<file path="config.mk">
export PLATFORM = sky130hd
export DESIGN_NAME = pdpm_ctrl
export DESIGN_NICKNAME = d
export VERILOG_FILES = /design/src/rtl/core/pdpm_pkg.sv /design/src/rtl/core/pdpm_ctrl.sv
export SDC_FILE = /design/constraint.sdc
export NUM_CORES = 1
export LEC_CHECK = 0
export BUFFER_PORTS_ARGS = -buffer_cell sky130_fd_sc_hd__buf_2
export CORE_AREA = 2 2 39 41
export CTS_CLUSTER_SIZE = 8
export DETAILED_ROUTE_END_ITERATION = 10
export DIE_AREA = 0 0 41 43
export PLACE_DENSITY = 0.43
export SYNTH_ARGS = -nofsm -noshare
export SYNTH_HDL_FRONTEND = slang
export SYNTH_SLANG_ARGS = --single-unit
</file>
<file path="constraint.sdc">
create_clock -name clock -period 1.3 [get_ports clock]
set_input_delay 0.065 -clock clock [delete_from_list [all_inputs] [get_ports clock]]
set_output_delay 0.065 -clock clock [all_outputs]
set_load 0.01 [all_outputs]
</file>
<file path="src/rtl/core/pdpm_pkg.sv">
// ----------------------------------------------------------------------------
// pdpm_pkg
// Shared constants, codes and interface types of the dot product matrix block.
// ----------------------------------------------------------------------------
package pdpm_pkg;

   localparam int PDPM_MAX_VECTORS = 8;
   localparam int PDPM_MAX_LENGTH  = 256;

   // compare width for lengths and element positions (holds up to 8191)
   localparam int PDPM_LEN_CMP_W = 13;
   // vector counters, able to hold the count itself
   localparam int PDPM_CNT_W     = 4;
   localparam int PDPM_ADDR_W    = 4;
   localparam int PDPM_DATA_W    = 32;

   // register indexes, paddr[3:2]
   localparam logic [1:0] CSR_IDX_LENGTH = 2'd0;
   localparam logic [1:0] CSR_IDX_FIRST  = 2'd1;
   localparam logic [1:0] CSR_IDX_SECOND = 2'd2;
   localparam logic [1:0] CSR_IDX_MODE   = 2'd3;

   // pairing modes; the fourth code behaves as self
   localparam logic [1:0] MODE_SELF  = 2'd0;
   localparam logic [1:0] MODE_CROSS = 2'd1;
   localparam logic [1:0] MODE_INDEP = 2'd2;

   typedef enum logic [1:0] {
      ST_IDLE,
      ST_ENTRY,
      ST_RUN,
      ST_EMIT
   } pdpm_state_type;

   typedef struct packed {
      logic [8:0] vector_length;
      logic [3:0] count_first;
      logic [3:0] count_second;
      logic [1:0] pairing_mode;
   } pdpm_cfg_type;

   typedef struct packed {
      logic load;        // element transaction accepted
      logic start;       // final element accepted, latch run setup
      logic entry_init;  // clear accumulator for the current entry
      logic issue;       // issue element reads for the current entry
      logic emit;        // load the result register and advance
   } pdpm_cmd_type;

   typedef struct packed {
      logic setup_error;
      logic setup_empty;
      logic entry_compute;
      logic mac_done;
      logic run_last;
      logic out_free;
   } pdpm_status_type;

endpackage

</file>
<file path="src/rtl/core/pdpm_ctrl.sv">
// ----------------------------------------------------------------------------
// pdpm_ctrl
// Controller: element loading, then one pass per matrix entry.
// ----------------------------------------------------------------------------
module pdpm_ctrl (
   input  logic                        clock,
   input  logic                        reset,
   input  logic                        req_valid,
   input  logic                        req_load_done,
   output logic                        req_stall,
   input  pdpm_pkg::pdpm_status_type   status,
   output pdpm_pkg::pdpm_cmd_type      cmd
);
   import pdpm_pkg::*;

   pdpm_state_type state_ff, state_in;
   logic           accept;

   assign accept = req_valid && (state_ff == ST_IDLE);

   always_comb begin
      state_in = state_ff;
      unique case (state_ff)
         ST_IDLE: begin
            if (accept && req_load_done) begin
               if (status.setup_error) begin
                  state_in = ST_EMIT;
               end else if (!status.setup_empty) begin
                  state_in = ST_ENTRY;
               end
            end
         end
         ST_ENTRY: begin
            state_in = status.entry_compute ? ST_RUN : ST_EMIT;
         end
         ST_RUN: begin
            if (status.mac_done) begin
               state_in = ST_EMIT;
            end
         end
         ST_EMIT: begin
            if (status.out_free) begin
               state_in = status.run_last ? ST_IDLE : ST_ENTRY;
            end
         end
         default: state_in = ST_IDLE;
      endcase
   end

   always_comb begin
      req_stall      = (state_ff != ST_IDLE);
      cmd.load       = accept;
      cmd.start      = accept && req_load_done;
      cmd.entry_init = (state_ff == ST_ENTRY);
      cmd.issue      = (state_ff == ST_RUN);
      cmd.emit       = (state_ff == ST_EMIT) && status.out_free;
   end

   always_ff @(posedge clock) begin
      if (reset) begin
         state_ff <= ST_IDLE;
      end else begin
         state_ff <= state_in;
      end
   end

endmodule

</file>
==> impl_metrics.csv <==
group,metric,value,unit
outcome,outcome,"complete, but fails checks",
outcome,violations,"negative setup slack",
grt,grt_pass1_wl,841,um
floorplan,die_w,41,um
cells_and_area,nets,66,
power,p_comb_share,68.7,%
cells_and_area,nFillCells,152,
clock_network,cts_tree,"yes",
routing,first_pass_iters,1,
power,p_sw,417.5,uW
yosys,syn_avg_cell_area,8.178,um2
worst_setup_path,cp_max_fo,4,
routing,post_drt_wl_per_cell,10.55,um
yosys,syn_area,229.0,um2
sta,worst_pin_slew,287.8,ps
floorplan,start_util,16.55,%
power,p_clk_share,14.8,%
floorplan,fp-row-count,14,
clock_network,htree_levels,1,
yosys,synth-seq-cells,2,
sta,finClkSkew,6.643,ps
place,place_area,376.6,um2
routing,viasPerCell,4.138,
clock_network,holdBufCountCts,0,
worst_setup_path,path_class,"register to register",
yosys,ys_warn_count,0,
cells_and_area,final_util,35.44,%
cells_and_area,largest_register,"state_ff",
cells_and_area,largest_registers,"state_ff (2)",
routing,final_antenna_net_count,0,
power,p_sw_share,41.64,%
run,drv_cap,0,
clock_network,cts.path.max_buffers,2,
place,gp_congestion,0.6323,
worst_setup_path,endpoint_kind,"register",
clock_network,clock-root-buffer,"clkbuf_4",
floorplan,core-area,0.001384,mm2
cells_and_area,layout-drive-gt1-share,77.55,%
grt,grt_max_degree,5,
grt,overflow,0,
power,power_density,2044,mW/mm2
yosys,syn_nets,43,
routing,vias,269,
place,dp_hpwl,480.9,um
grt,grt_pass1_vias,213,
routing,drc,0,
worst_hold_path,min_from,"reset",
sta,slew_viol_final,0,
cells_and_area,area_growth,114.2,%
worst_setup_path,cp.required,1440,ps
worst_setup_path,critical_path_arrival,1570,ps
routing,routed_wl,686,um
worst_setup_path,crit_path_start,"state_ff[0]$_SDFFE_PP0P_",
clock_network,cts_buffers,3,
power,p_leak,0.2193,nW
floorplan,num_io_pins,16,
power,ir_drop,0.5316,mV
power,p_seq_share,16.5,%
yosys,syn_inst,28,
sta,timing_hold_violations_final,0,
power,intPower,585.1,uW
clock_network,clock_latency,230,ps
sta,finalSetupViolCount,2,
sta,fmaxAchievable,699.4,MHz
worst_setup_path,reg2reg_from,"state_ff[0]$_SDFFE_PP0P_",
cells_and_area,diodes,0,
sta,finalCritPeriodShare,110.0,%
sta,rsz0062_at_grt,"yes",
floorplan,fp.dieH,43,um
floorplan,die_area,0.001763,mm2
worst_hold_path,hold_class,"input port to register",
sta,fin_ws,-129.7,ps
sta,finalCriticalPeriod,1430,ps
yosys,ys_types,14,
sta,relSlewSlack,80.75,%
grt,grt.total_usage,7.100,%
place,numPortBuffers,15,
grt,antenna_found_initial,0,
cells_and_area,stdcell_area,490.5,um2
clock_network,clkTransAtPathRegs,40,ps
clock_network,cts_num_sinks,2,
yosys,ys_seq_area_share,17.49,%
worst_setup_path,start_kind,"register",
routing,drt_iter0_drc,0,
cells_and_area,largest_register_ffs,2,
==> power groups by stage <==
stage | combinational (mW) | clock [mW] | sequential (mW)
after floorplan | 0.376 | 0 | 0.142
after global placement | 0.511 | 0 | 0.149
after detailed placement | 0.504 | 0 | 0.147
after CTS | 0.505 | 0.152 | 0.148
after global routing | 0.765 | 0.163 | 0.171
final | 0.689 | 0.149 | 0.165
==> metrics by stage <==
step           power, mW  hold WS [ps]  instances  setup TNS [ps]  setup slack [ps]
5_1_grt            1.100         84.25         65          -382.3            -198.9
2_1_floorplan     0.5176         158.0         28          -55.41            -29.22
6_report           1.003         84.42         65          -244.9            -129.7
3_3_place_gp      0.6591         289.5         59          -200.7            -103.0
3_5_place_dp      0.6505         295.3         59          -233.5            -122.0
4_1_cts           0.8054         43.82         62          -231.2            -119.7
==> cells in the final DEF, fill, tap and decap left out <==
cell	instances
a31oi_1	1
and2_1	1
and2_4	1
and3_4	1
buf_2	13
buf_4	2
buf_6	4
clkbuf_4	3
dfxtp_4	2
ha_1	1
ha_4	4
inv_1	1
inv_2	2
inv_4	1
inv_6	2
mux2i_1	1
nand2b_1	1
nor2_1	2
o221a_1	1
o22ai_2	1
o31ai_1	1
o31ai_4	1
or4_1	1
or4_4	1
==> what timing repair did <==
action / 4_1_cts / 5_1_grt
setup buffers: 0 / 3
resized for setup: 0 / 16
pin swaps: 0 / 3
setup endpoints to repair: 2 / 4
==> metal layers <==
layer  global-route usage [%]  part of all wire [%]
met1                    8.571                    43
met2                    10.94                    54
met3                        0                   2.5
met4                    6.000                     0
met5                        0                     0
==> cell families after synthesis <==
logic type | after synthesis | synth area share [%]
AO/OA/AOI/OAI | 5 | 16.94
adder cells (fa/ha/maj) | 5 | 27.32
buffers and inverters | 7 | 13.12
flip-flops | 2 | 17.49
multiplexers | 1 | 4.372
AND/OR/NAND/NOR | 8 | 20.77
==> worst paths after layout <==
path,endpoint,slack (ps),depth (start not counted)
worst min-delay path,state_ff[1]$_SDFFE_PP0P_,80,2
worst max-delay path,state_ff[1]$_SDFFE_PP0P_,-130,6
worst min register to register,state_ff[0]$_SDFFE_PP0P_,560,2
worst max register to register,state_ff[1]$_SDFFE_PP0P_,-130,6
==> critical path, cell delays in order, from the launching register on <==
cell and delay (ps):
dfxtp_4 380, inv_6 50, ha_4 160, inv_2 50
o22ai_2 80, or4_4 560, o31ai_4 70
==> layout make-up <==
| class | count | area, um2 | area share (%) |
|---|---|---|---|
| sequential | 2 | 47.55 | 9.694 |
| multi-input combinational | 19 | 240.2 | 48.98 |
| tap | 16 | 20.02 | 4.082 |
| timing repair buffer | 19 | 125.1 | 25.51 |
| clock buffer | 3 | 22.52 | 4.592 |
| inverter | 6 | 35.03 | 7.143 |
==> synth_stat cells <==
cell	number	area share, %
dfxtp_1	2	17
o31ai_1	2	6.6
buf_4	1	3.3
nor2_1	2	3.3
nand2b_1	1	2.7
inv_1	6	9.8
mux2i_1	1	4.4
a31oi_1	1	2.7
and3_1	1	2.7
or4_1	2	6.6
ha_1	5	27
o22ai_1	1	2.7
o221a_1	1	4.9
and2_1	2	5.5
(Power assumes the default switching activity.)
