==> config.mk <==
export PLATFORM = sky130hd
export DESIGN_NAME = pdpm_csr
export DESIGN_NICKNAME = d
export VERILOG_FILES = /design/src/rtl/core/pdpm_pkg.sv /design/src/rtl/core/pdpm_csr.sv
export SDC_FILE = /design/constraint.sdc
export NUM_CORES = 1
export LEC_CHECK = 0
export ABC_AREA = 0
export BUFFER_PORTS_ARGS = -buffer_cell sky130_fd_sc_hd__buf_2
export CORE_UTILIZATION = 40
export DETAILED_ROUTE_END_ITERATION = 10
export HOLD_SLACK_MARGIN = 0.06
export MAX_ROUTING_LAYER = met4
export PLACE_DENSITY = 0.82
export SYNTH_ARGS = -nofsm -noshare
export SYNTH_HDL_FRONTEND = slang
export SYNTH_SLANG_ARGS = --single-unit
==> constraint.sdc <==
create_clock -name clock -period 2.4 [get_ports clock]
set_input_delay 0.24 -clock clock [delete_from_list [all_inputs] [get_ports clock]]
set_output_delay 0.24 -clock clock [all_outputs]
set_load 0.02 [all_outputs]
==> src/rtl/core/pdpm_pkg.sv <==
// ----------------------------------------------------------------------------
// pdpm_pkg
// Shared constants, codes and interface types of the dot product matrix block.
// ----------------------------------------------------------------------------
package pdpm_pkg;

   localparam int PDPM_MAX_VECTORS = 8;
   localparam int PDPM_MAX_LENGTH  = 256;

   // compare width for lengths and element positions (holds up to 8191)
   localparam int PDPM_LEN_CMP_W = 13;
   // vector counters, able to hold the count itself
   localparam int PDPM_CNT_W     = 4;
   localparam int PDPM_ADDR_W    = 4;
   localparam int PDPM_DATA_W    = 32;

   // register indexes, paddr[3:2]
   localparam logic [1:0] CSR_IDX_LENGTH = 2'd0;
   localparam logic [1:0] CSR_IDX_FIRST  = 2'd1;
   localparam logic [1:0] CSR_IDX_SECOND = 2'd2;
   localparam logic [1:0] CSR_IDX_MODE   = 2'd3;

   // pairing modes; the fourth code behaves as self
   localparam logic [1:0] MODE_SELF  = 2'd0;
   localparam logic [1:0] MODE_CROSS = 2'd1;
   localparam logic [1:0] MODE_INDEP = 2'd2;

   typedef enum logic [1:0] {
      ST_IDLE,
      ST_ENTRY,
      ST_RUN,
      ST_EMIT
   } pdpm_state_type;

   typedef struct packed {
      logic [8:0] vector_length;
      logic [3:0] count_first;
      logic [3:0] count_second;
      logic [1:0] pairing_mode;
   } pdpm_cfg_type;

   typedef struct packed {
      logic load;        // element transaction accepted
      logic start;       // final element accepted, latch run setup
      logic entry_init;  // clear accumulator for the current entry
      logic issue;       // issue element reads for the current entry
      logic emit;        // load the result register and advance
   } pdpm_cmd_type;

   typedef struct packed {
      logic setup_error;
      logic setup_empty;
      logic entry_compute;
      logic mac_done;
      logic run_last;
      logic out_free;
   } pdpm_status_type;

endpackage

==> src/rtl/core/pdpm_csr.sv <==
// ----------------------------------------------------------------------------
// pdpm_csr
// APB-style register bank: length, set counts and pairing mode.
// ----------------------------------------------------------------------------
module pdpm_csr (
   input  logic                                 clock,
   input  logic                                 reset,
   input  logic                                 csr_psel,
   input  logic                                 csr_penable,
   input  logic                                 csr_pwrite,
   input  logic [pdpm_pkg::PDPM_ADDR_W-1:0]     csr_paddr,
   input  logic [pdpm_pkg::PDPM_DATA_W-1:0]     csr_pwdata,
   output logic [pdpm_pkg::PDPM_DATA_W-1:0]     csr_prdata,
   output logic                                 csr_pready,
   output pdpm_pkg::pdpm_cfg_type               cfg
);
   import pdpm_pkg::*;

   logic [8:0] length_ff, length_in;
   logic [3:0] first_ff, first_in;
   logic [3:0] second_ff, second_in;
   logic [1:0] mode_ff, mode_in;
   logic       wr_en;
   logic [1:0] idx;

   assign csr_pready = 1'b1;
   assign wr_en      = csr_psel && csr_penable && csr_pwrite;
   assign idx        = csr_paddr[3:2];

   always_comb begin
      length_in = length_ff;
      first_in  = first_ff;
      second_in = second_ff;
      mode_in   = mode_ff;
      if (wr_en) begin
         unique case (idx)
            CSR_IDX_LENGTH: length_in = csr_pwdata[8:0];
            CSR_IDX_FIRST:  first_in  = csr_pwdata[3:0];
            CSR_IDX_SECOND: second_in = csr_pwdata[3:0];
            CSR_IDX_MODE:   mode_in   = csr_pwdata[1:0];
            default: ;
         endcase
      end
   end

   always_ff @(posedge clock) begin
      if (reset) begin
         length_ff <= 9'd1;
         first_ff  <= 4'd1;
         second_ff <= 4'd1;
         mode_ff   <= MODE_SELF;
      end else begin
         length_ff <= length_in;
         first_ff  <= first_in;
         second_ff <= second_in;
         mode_ff   <= mode_in;
      end
   end

   always_comb begin
      unique case (idx)
         CSR_IDX_LENGTH: csr_prdata = PDPM_DATA_W'(length_ff);
         CSR_IDX_FIRST:  csr_prdata = PDPM_DATA_W'(first_ff);
         CSR_IDX_SECOND: csr_prdata = PDPM_DATA_W'(second_ff);
         CSR_IDX_MODE:   csr_prdata = PDPM_DATA_W'(mode_ff);
         default:        csr_prdata = '0;
      endcase
   end

   assign cfg.vector_length = length_ff;
   assign cfg.count_first   = first_ff;
   assign cfg.count_second  = second_ff;
   assign cfg.pairing_mode  = mode_ff;

endmodule

==> key figures <==
Setup path
  • Worst path max stage delay: between 0.4 and 0.5 ns
  • Worst reg2reg path startpoint: length_ff[4]
  • CP required: 2.16 ns
  • Crit. End Element: primary output
  • R2R Setup Slk: ~1.8 ns
  • Critical path peak fanout: 3
  • Slowest CP cell: mux4_2
  • Startpoint Class: register
  • Critical path arrival: 1.28 ns
  • Reg-to-reg endpoint: length_ff[4]
  • CP Class: register to primary output
  • Top delay family on crit path: multiplexers
  • Reg2reg path depth: 2
  • CP bufs+invs: 1
  • Critical-path cell list: mux4_2 -> buf_2

Clocking
  • Bufs on Longest Clock Path: 2
  • CTS Buf Count: 3
  • # resized after CTS: 0
  • CTS Sinks: 19
  • Post-CTS Setup Inserts: 0
  • CTS tree: built
  • CTS root buf: clkbuf_4
  • # hold bufs at CTS: 0
  • Htree depth: 1
  • Reg clk slew, reported paths: about 0.12 ns
  • Clock insertion delay at the later pin of the skew report: around 0.31 ns

Final layout
  • Util after Layout: between 40% and 50%
  • Share of cells above drive strength 1: 34.38%
  • Fill count: approximately 290
  • Commonest non-fill, non-tap cell in the layout: buf_2
  • Fin nets: between 200 and 250
  • Syn-to-layout area delta: 12.32%
  • Final cell count without fillers: 191
  • Register area: between 300 and 400 sq um
  • Ant. Diodes: 0
  • Most frequent cells in the layout: buf_2, conb_1, nand2b_1
  • Multi-input logic area: 620.6 sq um

Timing
  • FMAX: 658.9 MHz
  • Final setup violation count: 0
  • Clock Skew: 0 ns
  • Final Hold Vio Count: 0
  • Fin crit share: ~63%
  • Fin crit period: about 1.5 ns
  • RSZ-0062 raised after global routing: false
  • Final worst slack: around 0.88 ns
  • Pins Over Slew Limit: 0
  • Setup TNS: 0 ns

Placed design
  • Pre-CTS setup slack: between 1 and 1.5 ns
  • Inst Count DP: 187
  • GP Congestion: about 0.77
  • I/O Buffers: 43
  • DP HPWL: 1.509 mm

Pwr
  • Worst VDD drop: around 0.25 mV
  • Logic pwr share: 16.9%
  • PD cells: 460.7 nW/um^2
  • Pleak: around 0.67 nW
  • Clock share of power: 28.8%
  • Flop pwr share: between 50% and 60%
  • Power Internal: about 0.00042 W
  • Net Sw Power: roughly 0.00018 W
  • Switching part of the total: between 20 and 30%
  • Pwr Total: just under 0.0006 W

Synthesis
  • Mapped Cells: about 120
  • Mean Syn Cell Area: approximately 9.4 sq um
  • Unique cell type count in the Yosys netlist: 21
  • Synth Register Bits: 19
  • Ys Warns: 0
  • Seq/Total Area, Yosys: roughly a third
  • Synthesized area: around 1100 sq um

Route
  • WL per Instance: 11.12 um
  • Drc violations: 0
  • Total number of vias: about 870
  • Final ANT Viol Nets: 0
  • Iter 0 DRT Violations: 8
  • First-pass detailed-route iteration total: 4
  • Vias per cell: 4.545
  • Drt total wl: between 2 and 2.5 mm

Floorplan
  • Die Y: approximately 56 um
  • IO Pins: 93
  • Row cnt: 19
  • Core Area: between 2000 and 3000 sq um
  • Full die area: between 3000 and 4000 sq um
  • Die width: roughly 56 um
  • Initial cell density of the core: 41.97%

Global route
  • Largest net degree at the start of global routing: 30
  • First-pass GRT wire length: 3.519 mm
  • Overall routing resource usage: about 15%
  • Vias in the first global route: between 700 and 800
  • Initial antenna violation count: 0
  • Global route overflow: 0

Min path
  • Min-Delay Endpoint: length_ff[8]
  • Hold path depth: 3
  • Worst Hold Class: primary input to register
  • Hold Path Origin: csr_pwdata[8]

Job
  • Max Cap Viol: 0

Outcome
  • Outcome: completed
[how the worst max path moves through the flow]
stage	startpoint	endpoint	slack, ns	cells past startpoint
final	mode_ff[0]	csr_prdata[0]	0.88	2
after global routing	mode_ff[0]	csr_prdata[0]	0.83	2
after CTS	mode_ff[1]	csr_prdata[1]	0.88	2
after detailed placement	csr_paddr[3]	csr_prdata[1]	1.06	3
after global placement	csr_paddr[3]	csr_prdata[1]	1.06	3
after floorplan	first_ff[2]	csr_prdata[2]	1.13	2
[power by group through the flow]
| stage | registers [W] | logic [W] | clock network [W] |
|---|---|---|---|
| 2_1_floorplan | 0.000334 | 0.000104 | 0 |
| 3_3_place_gp | 0.000329 | 0.0000996 | 0 |
| 3_5_place_dp | 0.000329 | 0.000100 | 0 |
| 4_1_cts | 0.000322 | 0.000101 | 0.000175 |
| 5_1_grt | 0.000323 | 0.000108 | 0.000197 |
| 6_report | 0.000322 | 0.000100 | 0.000171 |
[synth_stat cells]
library cell  number  area share, %
clkbuf_1           3           0.98
nand3b_2           1           0.98
and2_1             5            2.7
nor2b_4            1            1.2
clkbuf_2           1           0.44
o21ai_0            7            3.1
mux2i_1           16             14
mux4_2             2            3.9
dfxtp_1           19             33
buf_2              2           0.87
nand2b_1          20             11
conb_1             2           0.65
and2_2             1           0.65
and3_4             1           0.98
and3_2             1           0.65
buf_4             24             16
nor2_1             5            1.6
nand2_1            3           0.98
and2_4             1           0.76
buf_6              2            2.0
nand4b_1           5            3.8
[area by class of cell]
cell class                      instances  share of cell area (%)
Multi-Input combinational cell         93                   48.16
Tap cell                               31                   3.010
Sequential cell                        19                   29.51
Timing Repair Buffer                   44                   17.28
Clock buffer                            4                   2.039
[cell families after synthesis]
group	after synthesis	synth area share, %
AOI/OAI and AO/OA	7	3.053
buffers and inverters	32	19.96
DFF	19	33.15
muxes	18	17.88
other	2	0.6546
and+or+nand+nor	44	25.30
[worst register-to-register path: stages (launching register included)]
cell and delay, ns:
dfxtp_1 0.36, nand2b_1 0.06, o21ai_0 0.15
[sequential cells by signal, summed over array words and instances, names as in the netlist]
| name | count |
|---|---|
| second_ff | 4 |
| first_ff | 4 |
| mode_ff | 2 |
| length_ff | 9 |
[per-stage QoR]
stage	instance area, sq um	hold slack, ns
floorplan	1230	0.3953
global placement	1262	0.4663
detailed placement	1262	0.4767
CTS	1289	0.1813
global route	1289	0.1801
finish	1289	0.1796
[metal layers]
layer | vias to the layer above | GRT usage (%) | routed length, um
met5 | - | - | 0
met4 | 0 | 4.286 | 23
met3 | 3 | 2.342 | 145
met2 | 48 | 26.51 | 1034
met1 | 387 | 17.08 | 920
li1 | 430 | - | -
Power figures use the tool's default switching activity.
